===== src/design/iir_step_impulse_response_defines.svh =====
// assertion macros for the step and impulse response filter
`ifndef IIR_STEP_IMPULSE_RESPONSE_DEFINES_SVH
`define IIR_STEP_IMPULSE_RESPONSE_DEFINES_SVH

// same-cycle implication, checked on clk, off during reset
`define IIR_ASSERT_SAME(lbl, ante, cons) \
    lbl: assert property (@(posedge clk) disable iff (!rst_n) (ante) |-> (cons)) \
        else $error("iir same-cycle check failed");

// next-cycle implication, checked on clk, off during reset
`define IIR_ASSERT_NEXT(lbl, ante, cons) \
    lbl: assert property (@(posedge clk) disable iff (!rst_n) (ante) |=> (cons)) \
        else $error("iir next-cycle check failed");

`endif


===== src/design/iir_sir_pkg.sv =====
// shared types and constants of the step and impulse response filter
`default_nettype none

package iir_sir_pkg;

    // request commands
    typedef logic [1:0] cmd_code_t;
    localparam cmd_code_t CMD_LOAD_B  = 2'd0;
    localparam cmd_code_t CMD_LOAD_A  = 2'd1;
    localparam cmd_code_t CMD_RESTART = 2'd2;
    localparam cmd_code_t CMD_SAMPLE  = 2'd3;

    // configuration register indexes
    localparam int CFG_IDX_W  = 2;
    localparam int CFG_DATA_W = 4;
    typedef logic [CFG_IDX_W-1:0] cfg_idx_t;
    localparam cfg_idx_t CFG_NUM_DEG  = 2'd0;
    localparam cfg_idx_t CFG_DEN_DEG  = 2'd1;
    localparam cfg_idx_t CFG_SRC_MODE = 2'd2;

    // field widths
    localparam int COEFF_IDX_W = 4;
    localparam int VALUE_W     = 32;
    localparam int INDEX_W     = 16;
    localparam int ACC_W       = 64;
    localparam int DIV_STEPS   = 32;
    localparam int DIVCNT_W    = 5;

    localparam logic [VALUE_W-1:0] SAMPLE_MAX = 32'h7FFF_FFFF;
    localparam logic [VALUE_W-1:0] SAMPLE_MIN = 32'h8000_0000;

    // controller to datapath
    typedef struct packed {
        logic load_b;
        logic load_a;
        logic restart;
        logic start;
        logic src_impulse;
        logic num_step;
        logic den_issue;
        logic den_acc;
        logic div_prep;
        logic div_step;
        logic finish;
    } dp_cmd_t;

    // datapath to controller
    typedef struct packed {
        logic skip_div;
        logic out_free;
    } dp_status_t;

endpackage

`default_nettype wire


===== src/design/iir_sir_ctrl.sv =====
// controller: sequencing of taps and division, configuration registers
`default_nettype none

module iir_sir_ctrl #(
    parameter int MAX_DEGREE = 15,
    parameter int IDX_W      = 4
) (
    input  wire                                   clk,
    input  wire                                   rst_n,
    input  wire                                   req_valid,
    input  wire iir_sir_pkg::cmd_code_t           req_command,
    output logic                                  req_ready,
    input  wire                                   cfg_valid,
    input  wire iir_sir_pkg::cfg_idx_t            cfg_index,
    input  wire [iir_sir_pkg::CFG_DATA_W-1:0]     cfg_data,
    output logic                                  cfg_ready,
    input  wire iir_sir_pkg::dp_status_t          status,
    output iir_sir_pkg::dp_cmd_t                  cmd,
    output logic [IDX_W-1:0]                      tap
);

    localparam logic [2:0] S_IDLE  = 3'd0;
    localparam logic [2:0] S_NUM   = 3'd1;
    localparam logic [2:0] S_DEN   = 3'd2;
    localparam logic [2:0] S_DRAIN = 3'd3;
    localparam logic [2:0] S_PREP  = 3'd4;
    localparam logic [2:0] S_DIV   = 3'd5;
    localparam logic [2:0] S_FIN   = 3'd6;

    logic [2:0]                          state_reg, state_next;
    logic [IDX_W-1:0]                    tap_reg, tap_next;
    logic [iir_sir_pkg::DIVCNT_W-1:0]    divcnt_reg, divcnt_next;
    logic                                pend_reg, pend_next;
    logic [IDX_W-1:0]                    num_deg_reg, num_deg_next;
    logic [IDX_W-1:0]                    den_deg_reg, den_deg_next;
    logic                                src_reg, src_next;
    logic [IDX_W-1:0]                    deg_clamped;

    assign req_ready = (state_reg == S_IDLE);
    assign cfg_ready = 1'b1;
    assign tap       = tap_reg;

    // degree clamp to the history depth
    assign deg_clamped = (32'(cfg_data) > MAX_DEGREE) ? IDX_W'(MAX_DEGREE) : IDX_W'(cfg_data);

    // configuration writes
    always_comb
    begin
        num_deg_next = num_deg_reg;
        den_deg_next = den_deg_reg;
        src_next     = src_reg;
        if (cfg_valid)
        begin
            case (cfg_index)
                iir_sir_pkg::CFG_NUM_DEG:  num_deg_next = deg_clamped;
                iir_sir_pkg::CFG_DEN_DEG:  den_deg_next = deg_clamped;
                iir_sir_pkg::CFG_SRC_MODE: src_next     = cfg_data[0];
                default:                   src_next     = src_reg;
            endcase
        end
    end

    // sequencer
    always_comb
    begin
        state_next  = state_reg;
        tap_next    = tap_reg;
        divcnt_next = divcnt_reg;
        pend_next   = (state_reg == S_DEN);
        cmd             = '0;
        cmd.src_impulse = src_reg;
        cmd.den_acc     = pend_reg;
        case (state_reg)
            S_IDLE:
            begin
                if (req_valid)
                begin
                    case (req_command)
                        iir_sir_pkg::CMD_LOAD_B:  cmd.load_b  = 1'b1;
                        iir_sir_pkg::CMD_LOAD_A:  cmd.load_a  = 1'b1;
                        iir_sir_pkg::CMD_RESTART: cmd.restart = 1'b1;
                        iir_sir_pkg::CMD_SAMPLE:
                        begin
                            cmd.start  = 1'b1;
                            state_next = S_NUM;
                            tap_next   = '0;
                        end
                        default: cmd.restart = 1'b0;
                    endcase
                end
            end
            S_NUM:
            begin
                cmd.num_step = 1'b1;
                if (tap_reg == num_deg_reg)
                begin
                    tap_next   = IDX_W'(1);
                    state_next = (den_deg_reg == '0) ? S_PREP : S_DEN;
                end
                else
                begin
                    tap_next = tap_reg + IDX_W'(1);
                end
            end
            S_DEN:
            begin
                cmd.den_issue = 1'b1;
                if (tap_reg == den_deg_reg)
                begin
                    state_next = S_DRAIN;
                end
                else
                begin
                    tap_next = tap_reg + IDX_W'(1);
                end
            end
            S_DRAIN:
            begin
                state_next = S_PREP;
            end
            S_PREP:
            begin
                cmd.div_prep = 1'b1;
                divcnt_next  = '0;
                state_next   = S_DIV;
            end
            S_DIV:
            begin
                if (status.skip_div)
                begin
                    state_next = S_FIN;
                end
                else
                begin
                    cmd.div_step = 1'b1;
                    divcnt_next  = divcnt_reg + 1'b1;
                    if (divcnt_reg == iir_sir_pkg::DIVCNT_W'(iir_sir_pkg::DIV_STEPS - 1))
                    begin
                        state_next = S_FIN;
                    end
                end
            end
            S_FIN:
            begin
                if (status.out_free)
                begin
                    cmd.finish = 1'b1;
                    state_next = S_IDLE;
                end
            end
            default:
            begin
                state_next = S_IDLE;
            end
        endcase
    end

    // control registers
    always_ff @(posedge clk or negedge rst_n)
    begin
        if (!rst_n)
        begin
            state_reg   <= S_IDLE;
            tap_reg     <= '0;
            divcnt_reg  <= '0;
            pend_reg    <= 1'b0;
            num_deg_reg <= '0;
            den_deg_reg <= '0;
            src_reg     <= 1'b0;
        end
        else
        begin
            state_reg   <= state_next;
            tap_reg     <= tap_next;
            divcnt_reg  <= divcnt_next;
            pend_reg    <= pend_next;
            num_deg_reg <= num_deg_next;
            den_deg_reg <= den_deg_next;
            src_reg     <= src_next;
        end
    end

endmodule

`default_nettype wire


===== config.mk =====
export PLATFORM = sky130hd
export DESIGN_NAME = iir_sir_ctrl
export DESIGN_NICKNAME = d
export VERILOG_FILES = /design/src/design/iir_step_impulse_response_defines.svh /design/src/design/iir_sir_pkg.sv /design/src/design/iir_sir_ctrl.sv
export SDC_FILE = /design/constraint.sdc
export NUM_CORES = 1
export LEC_CHECK = 0
export ABC_AREA = 1
export BUFFER_PORTS_ARGS = -buffer_cell sky130_fd_sc_hd__buf_2
export CAP_MARGIN = 20
export CORE_ASPECT_RATIO = 0.75
export CORE_UTILIZATION = 45
export CTS_BUF_LIST = sky130_fd_sc_hd__clkbuf_8
export DETAILED_ROUTE_END_ITERATION = 8
export GPL_TIMING_DRIVEN = 1
export PLACE_DENSITY = 0.68
export SLEW_MARGIN = 20
export SYNTH_ARGS = -nofsm -noshare
export SYNTH_HDL_FRONTEND = slang
export SYNTH_SLANG_ARGS = --single-unit

===== constraint.sdc =====
create_clock -name clk -period 2.2 [get_ports clk]
set_input_delay 0.66 -clock clk [delete_from_list [all_inputs] [get_ports clk]]
set_output_delay 0.66 -clock clk [all_outputs]
set_load 0.02 [all_outputs]

Yosys cells after proc, flatten, opt, wreduce, memory -nomap -nowiden. Cells that the tools add are included.

Output and inout port bits: 17. Input port bits: 14. Register bits after elaboration: 22. Word-level logic and storage cells: 72.

$add $sub $neg: 2. Reductions and logical operators: 12. Multiplexer cells: 29. Equality and inequality tests: 22.

Operators with widths (count): $mux W3 (8); $mux W4 (6); $pmux W3 S7 (1); $pmux W4 S3 (1); $mux W1 (11); $ne A2 B2 Y1 const B (5); $pmux W5 S2 (1); $eq A3 B3 Y1 const B (3); $eq A4 B4 Y1 (2); $reduce_and A2 Y1 (4); $eq A2 B2 Y1 const B (3); $eq A3 B2 Y1 const B (2); $reduce_and A6 Y1 (1); $add A5 B1 Y5 const B (1); $eq A5 B5 Y1 const B (1); $mux W5 (1); $add A4 B1 Y4 const B (1); $eq A2 B1 Y1 const B (2); $logic_not A2 Y1 (2); $logic_not A4 Y1 (1); $ne A2 B1 Y1 const B (2); $reduce_and A4 Y1 (1); $eq A3 B1 Y1 const B (1); $logic_not A3 Y1 (1); 3 further kinds (3).

Depth between registers and ports, before layout. Gate-level depths: netlist of the first run.

Word-level depth: 4. Mapped depth: 10. Depth with buffers taken out: 10.

Worst setup path after synthesis of the first run. Ideal clock, no wire load.

Path type: input -> output. Start: input req_valid. End: output cmd[10] (netlist name). Stages on the path: 2. Data arrival time: 1.412 ns. Path slack: 0.128 ns. Buffers on the path: 0. Data required time: 1.540 ns. Cell sequence: inv_1 -> nor4_1.

RTL lines: start, declared (RTL line iir_sir_ctrl.sv:10) `input wire req_valid,`; end, declared (RTL line iir_sir_ctrl.sv:18) `output iir_sir_pkg::dp_cmd_t cmd,`.

==> summary.md, run 1 <==
| Metric | Value |
|---|---|
| Min cycle time layout | `2060 ps` |
| Filler cell count in the final layout | `about 280` |
| WP data required | `between 1500 and 2000 ps` |
| Synth Cell Area | `1400 um^2` |
| Die area | `around 3300 um^2` |
| Routed WL per cell | `between 9 and 10 um` |
| Max Root-Sink Buffers | `2` |
| Core area | `about 3000 um^2` |
| Residual overflow from global routing | `0` |
| Die Wd | `~66 um` |
| Worst Clk Skew | `roughly 5.2 ps` |
| Worst reg-to-reg setup slack | `440 ps` |
| Detailed placer's ending HPWL | `roughly 2000 um` |
| Hold Crit Class | `in2async` |
| Initial antenna violation count | `0` |
| Setup_tns | `0 ps` |
| Vias | `1215` |
| Clock Pin Slew Worst Setup and Hold Paths | `approximately 80 ps` |
| Largest register FFs | `5` |
| Chip height | `approximately 50 um` |
| Number of synthesized register bits | `22` |
| Design Area, Final | `~1600 um^2` |
| First-pass GRT wire length | `4460 um` |
| Drt first pass iters | `4` |
| DRC | `0` |
| GPL Wtd Cong | `roughly 0.82` |
| Final setup fails | `0` |
| GRT Total Usage | `~18%` |
| Vias in the first global route | `about 1100` |
| RR Startpoint | `divcnt_reg[0]` |
| Largest net degree at the start of global routing | `23` |
| Post-route ant nets | `0` |
| Synth Instances | `between 150 and 200` |
| Hold_buf cts | `0` |
| Row cnt | `17` |
| Slew Viols, Final | `0` |
| Crit path max fanout | `6` |
| Layout cells sized above 1 | `a little under a quarter` |
| P per Cell Area | `1150 nW/um^2` |
| Setup crit start kind | `register` |
| Worst skew pair latency | `270 ps` |
| Final period util | `93.7%` |
| Maximum VDD drop | `0.558 mV` |
| RSZ-0062 raised after global routing | `false` |
| Crit path kind | `reg2out` |
| Initial DRC count | `95` |
| Status | `completed` |
| Io pins | `31` |
| Vias per cell | `4.64` |
| Critical Path Source | `state_reg[1]` |
| Post-DP Area | `around 1500 um^2` |
| Yosys warning total | `0` |
| Crit path DAT | `between 1000 and 1500 ps` |
| Nets | `between 200 and 250` |
| Root buf cell | `clkbuf_8` |
| Maximum achievable frequency | `0.485 GHz` |
| Worst reg2reg endpoint | `state_reg[1]` |
| Initial core utilization | `a little under half` |
| CTS tree | `built` |
| CP endpoint kind | `output port` |
| Placed Cells | `roughly 260` |
| Synth top area cells | `dfrtp_1, nand2_1, inv_1` |
| Sequential area share after synthesis | `between 30% and 40%` |
| Fin cells | `262` |
| Cts bufs inserted | `3` |
| Number of clock sinks | `22` |
| Total number of H-tree levels | `1` |
| Leak | `0.944 nW` |
| Mean Syn Cell Area | `roughly 7.1 um^2` |
| Max-cap violations | `0` |
| Post-layout util | `between 50% and 60%` |
| Area Growth Syn to Fin | `16.1%` |
| Top cell type's share of synthesized area | `between 30 and 40%` |
| Final hold vios | `0` |
| FF-to-FF path depth | `10` |
| Cell variety after synth | `26` |
| Syn Nets | `213` |
| Antenna Cells | `0` |
| PortBufs | `29` |
| WL final | `about 2500 um` |
| Post-synth top area cell | `dfrtp_1` |
==> synth_stat cells <==
| cell | number |
|---|---|
| a21oi_1 | 3 |
| a22o_1 | 2 |
| and3_1 | 1 |
| buf_4 | 4 |
| buf_6 | 1 |
| clkbuf_8 | 1 |
| conb_1 | 1 |
| dfrtp_1 | 22 |
| ha_1 | 3 |
| inv_1 | 30 |
| inv_2 | 4 |
| nand2_1 | 62 |
| nand2_2 | 4 |
| nand2_4 | 1 |
| nand3_1 | 10 |
| nand4_1 | 6 |
| nor2_1 | 14 |
| nor2_2 | 2 |
| nor2_4 | 2 |
| nor3_1 | 2 |
| nor3_4 | 1 |
| nor4_1 | 3 |
| o21ai_0 | 14 |
| o31ai_1 | 1 |
| or2_2 | 1 |
| xor2_1 | 1 |
==> cell usage in the layout (no fill, tap or decap), types with 4 or more instances in the layout <==
master and count:
nand3_1 10, nor2_1 13, nand2_1 62, nand4_1 6
inv_1 30, o21ai_0 14, nand2_2 4, buf_2 29
dfrtp_1 20
==> cell type report <==
type                    count  area [um^2]  share of cell area (%)
clock buffers               3         41.3                    2.55
clock inverters             1         30.0                    1.85
inverters                  34          130                    8.04
multi-input cells         134          664                    41.0
flip-flops and latches     22          553                    34.2
well taps                  38         47.5                    2.94
repair buffers             30          153                    9.43
==> where the power goes <==
part / internal (W) / leakage [nW] / switching, W
Clock: 0.000243 / 0.0357 / 0.000138
Combinational: 0.000298 / 0.625 / 0.000543
Sequential: 0.000506 / 0.284 / 0.000133
Total: 0.00105 / 0.944 / 0.000813
==> stage by stage <==
| stage | hold WS (ps) | setup WS, ps | total power, W |
|---|---|---|---|
| after floorplan | 364 | 128 | 0.00131 |
| after global placement | 472 | 290 | 0.00147 |
| after detailed placement | 479 | 291 | 0.00148 |
| after CTS | 359 | 30.2 | 0.00186 |
| after global routing | 377 | 7.04 | 0.00203 |
| final | 338 | 140 | 0.00186 |
==> critical path, cell delays in order, from the launching register on <==
cell and delay, ps:
dfrtp_2 470, inv_4 110, nand2_4 70, nor2_2 120
nand2_2 100, inv_1 90, buf_2 170
==> worst max-delay path by stage <==
| stage | endpoint | cells past startpoint |
|---|---|---|
| after floorplan | cmd[10] | 2 |
| after detailed placement | cmd[10] | 4 |
| after global routing | cmd[1] | 6 |
| after CTS | cmd[9] | 4 |
| final | cmd[1] | 6 |
| after global placement | cmd[9] | 4 |
==> logic make-up after synthesis <==
family | count (synthesis) | share of synthesized area, %
buffers and inverters | 40 | 13.1
xor gates and xnor gates | 1 | 0.628
DFF | 22 | 39.5
other | 1 | 0.269
AOI/OAI and AO/OA | 20 | 7.89
adders and majority gates | 3 | 2.69
and+or+nand+nor | 109 | 36.0
==> per-layer routing <==
layer	part of all wire (%)	up-vias	track usage (%)
li1	-	667	-
met1	54	517	25.2
met2	41	28	25.9
met3	5.1	3	5.45
met4	0.44	0	4.26
met5	0	-	0
==> repair_timing <==
item                       CTS  global route
buffers inserted             0             0
setup endpoints to repair    0             5
gates resized for setup      0             4
(Power assumes the default switching activity.)
==> inputs of run 2 (changes only) <==
==> constraint.sdc (replaced) <==
create_clock -name clk -period 2.2 [get_ports clk]
set_input_delay 0.44 -clock clk [delete_from_list [all_inputs] [get_ports clk]]
set_output_delay 0.44 -clock clk [all_outputs]
set_load 0.02 [all_outputs]
==> summary.md, run 2 (synthesis results as in run 1) <==
| Metric | Value |
|---|---|
| Max-cap violations | `0 (unchanged)` |
| Total number of H-tree levels | `1 (unchanged)` |
| Worst Clk Skew | `1.17 ps (-3.99 ps)` |
| Leak | `0.941 nW (-0.36%)` |
| GRT Total Usage | `18.2% (+0.51 points)` |
| CTS tree | `built` |
| GPL Wtd Cong | `0.808 (-1.8%)` |
| First-pass GRT wire length | `4620 um (+3.7%)` |
| Layout cells sized above 1 | `22.0% (-1.2 points)` |
| Residual overflow from global routing | `0 (unchanged)` |
| Drt first pass iters | `4 (unchanged)` |
| Setup_tns | `0 ps (unchanged)` |
| Die Wd | `66.3 um (unchanged)` |
| Number of clock sinks | `22 (unchanged)` |
| Final period util | `89.0% (-4.7 points)` |
| Hold Crit Class | `in2async` |
| Detailed placer's ending HPWL | `2060 um (+3.6%)` |
| Vias in the first global route | `1050 (-1.3%)` |
| WP data required | `1760 ps (+220 ps)` |
| Slew Viols, Final | `0 (unchanged)` |
| Initial core utilization | `47.5% (unchanged)` |
| Area Growth Syn to Fin | `15.2%` |
| Maximum achievable frequency | `0.511 GHz (+5.2%)` |
| Crit path max fanout | `9 (+3)` |
| Largest register FFs | `5 (unchanged)` |
| Post-CTS Setup Inserts | `0 (unchanged)` |
| DRC | `0 (unchanged)` |
| Crit path kind | `reg2out` |
| Io pins | `31 (unchanged)` |
| WL final | `2700 um (+7.2%)` |
| Final setup fails | `0 (unchanged)` |
| Die area | `3330 um^2 (unchanged)` |
| CP endpoint kind | `output port` |
| Core area | `2940 um^2 (unchanged)` |
| RSZ-0062 raised after global routing | `false` |
| Vias per cell | `4.69 (+1.1%)` |
| Post-route ant nets | `0 (unchanged)` |
| Chip height | `50.2 um (unchanged)` |
| Status | `completed` |
| Post-layout util | `54.7% (-0.43 points)` |
| Row cnt | `17 (unchanged)` |
| Max Root-Sink Buffers | `2 (unchanged)` |
| Final hold vios | `0 (unchanged)` |
| Commonest non-fill, non-tap cell in the layout | `nand2_1` |
| Maximum VDD drop | `0.434 mV (-22%)` |
| Crit path DAT | `1520 ps (+120 ps)` |
| PortBufs | `29 (unchanged)` |
| Clock Pin Slew Worst Setup and Hold Paths | `80 ps (about the same)` |
| P per Cell Area | `1150 nW/um^2 (+0.14%)` |
| Cts bufs inserted | `3 (unchanged)` |
| Worst skew pair latency | `260 ps (about the same)` |
| Initial antenna violation count | `0 (unchanged)` |
| Vias | `1224 (+0.74%)` |
| Most frequent cells in the layout | `nand2_1, inv_1, buf_2` |
| Nets | `241 (-0.41%)` |
| Setup crit start kind | `register` |
| Min cycle time layout | `1960 ps (-103 ps)` |
| Largest net degree at the start of global routing | `23 (unchanged)` |
| Root buf cell | `clkbuf_8` |
| Initial DRC count | `63 (-34%)` |
| Max_slew headroom | `approximately 67%` |
| Worst-Margin Slew | `about 500 ps` |
| Routed WL per cell | `10.4 um (+7.6%)` |
| Antenna Cells | `0 (unchanged)` |
run 2: changes by cell type in the layout (fill, tap and decap cells not counted), sizes merged:
cell,before,now
buf,30,29
run 2: final timing paths:
path | cells past startpoint | slack (ps) | end | start
setup / recovery | 5 | 240 | cmd[1] | state_reg[2]
hold / removal | 1 | 140 | tap[3] | rst_n
setup reg to reg | 10 | 490 | state_reg[0] | divcnt_reg[0]
hold reg to reg | 2 | 500 | src_reg | src_reg
max in group asynchronous | 1 | 1720 | divcnt_reg[3] | rst_n
min in group clk | 3 | 440 | num_deg_reg[3] | cfg_data[3]
run 2: cell type report:
| class | count | area [um^2] |
|---|---|---|
| clock buffers | 3 | 41.3 |
| well taps | 38 | 47.5 |
| flip-flops and latches | 22 | 551 |
| inverters | 34 | 128 |
| repair buffers | 29 | 145 |
| clock inverters | 1 | 30.0 |
| multi-input cells | 134 | 664 |
| fillers | 293 | 1330 |
run 2: stage by stage:
step | setup WS (ps) | total power [W] | cell area, um^2 | hold WS, ps | cells
after CTS | 198 | 0.00186 | 1600 | 150 | 261
after floorplan | 370 | 0.00131 | 1400 | 144 | 196
after global placement | 503 | 0.00147 | 1530 | 431 | 257
after detailed placement | 497 | 0.00147 | 1530 | 436 | 257
after global routing | 73.0 | 0.00203 | 1610 | 154 | 261
final | 242 | 0.00185 | 1610 | 140 | 261
run 2: routing by layer:
| metal | up-vias | GRT usage (%) | share of wire [%] |
|---|---|---|---|
| met5 | - | 0 | 0 |
| met4 | 0 | 2.13 | 0 |
| met3 | 0 | 5.45 | 3.9 |
| met2 | 22 | 25.3 | 39 |
| met1 | 538 | 27.9 | 57 |
| li1 | 664 | - | - |
run 2: power by group:
group          total (W)  switching (W)  internal, W
logic           0.000831       0.000542     0.000290
clock network   0.000370       0.000127     0.000243
registers       0.000647       0.000145     0.000501
total            0.00185       0.000814      0.00103
run 2: what timing repair did:
item,CTS,global route
resized for setup,0,1
endpoints found under the setup margin,0,1
hold buffers,0,0
run 2: worst max-delay path, stage by stage, from the launching register on:
cell and delay [ps]:
dfrtp_1 600, inv_2 120, nor2_2 160, nand2_2 100, inv_1 100, buf_2 170
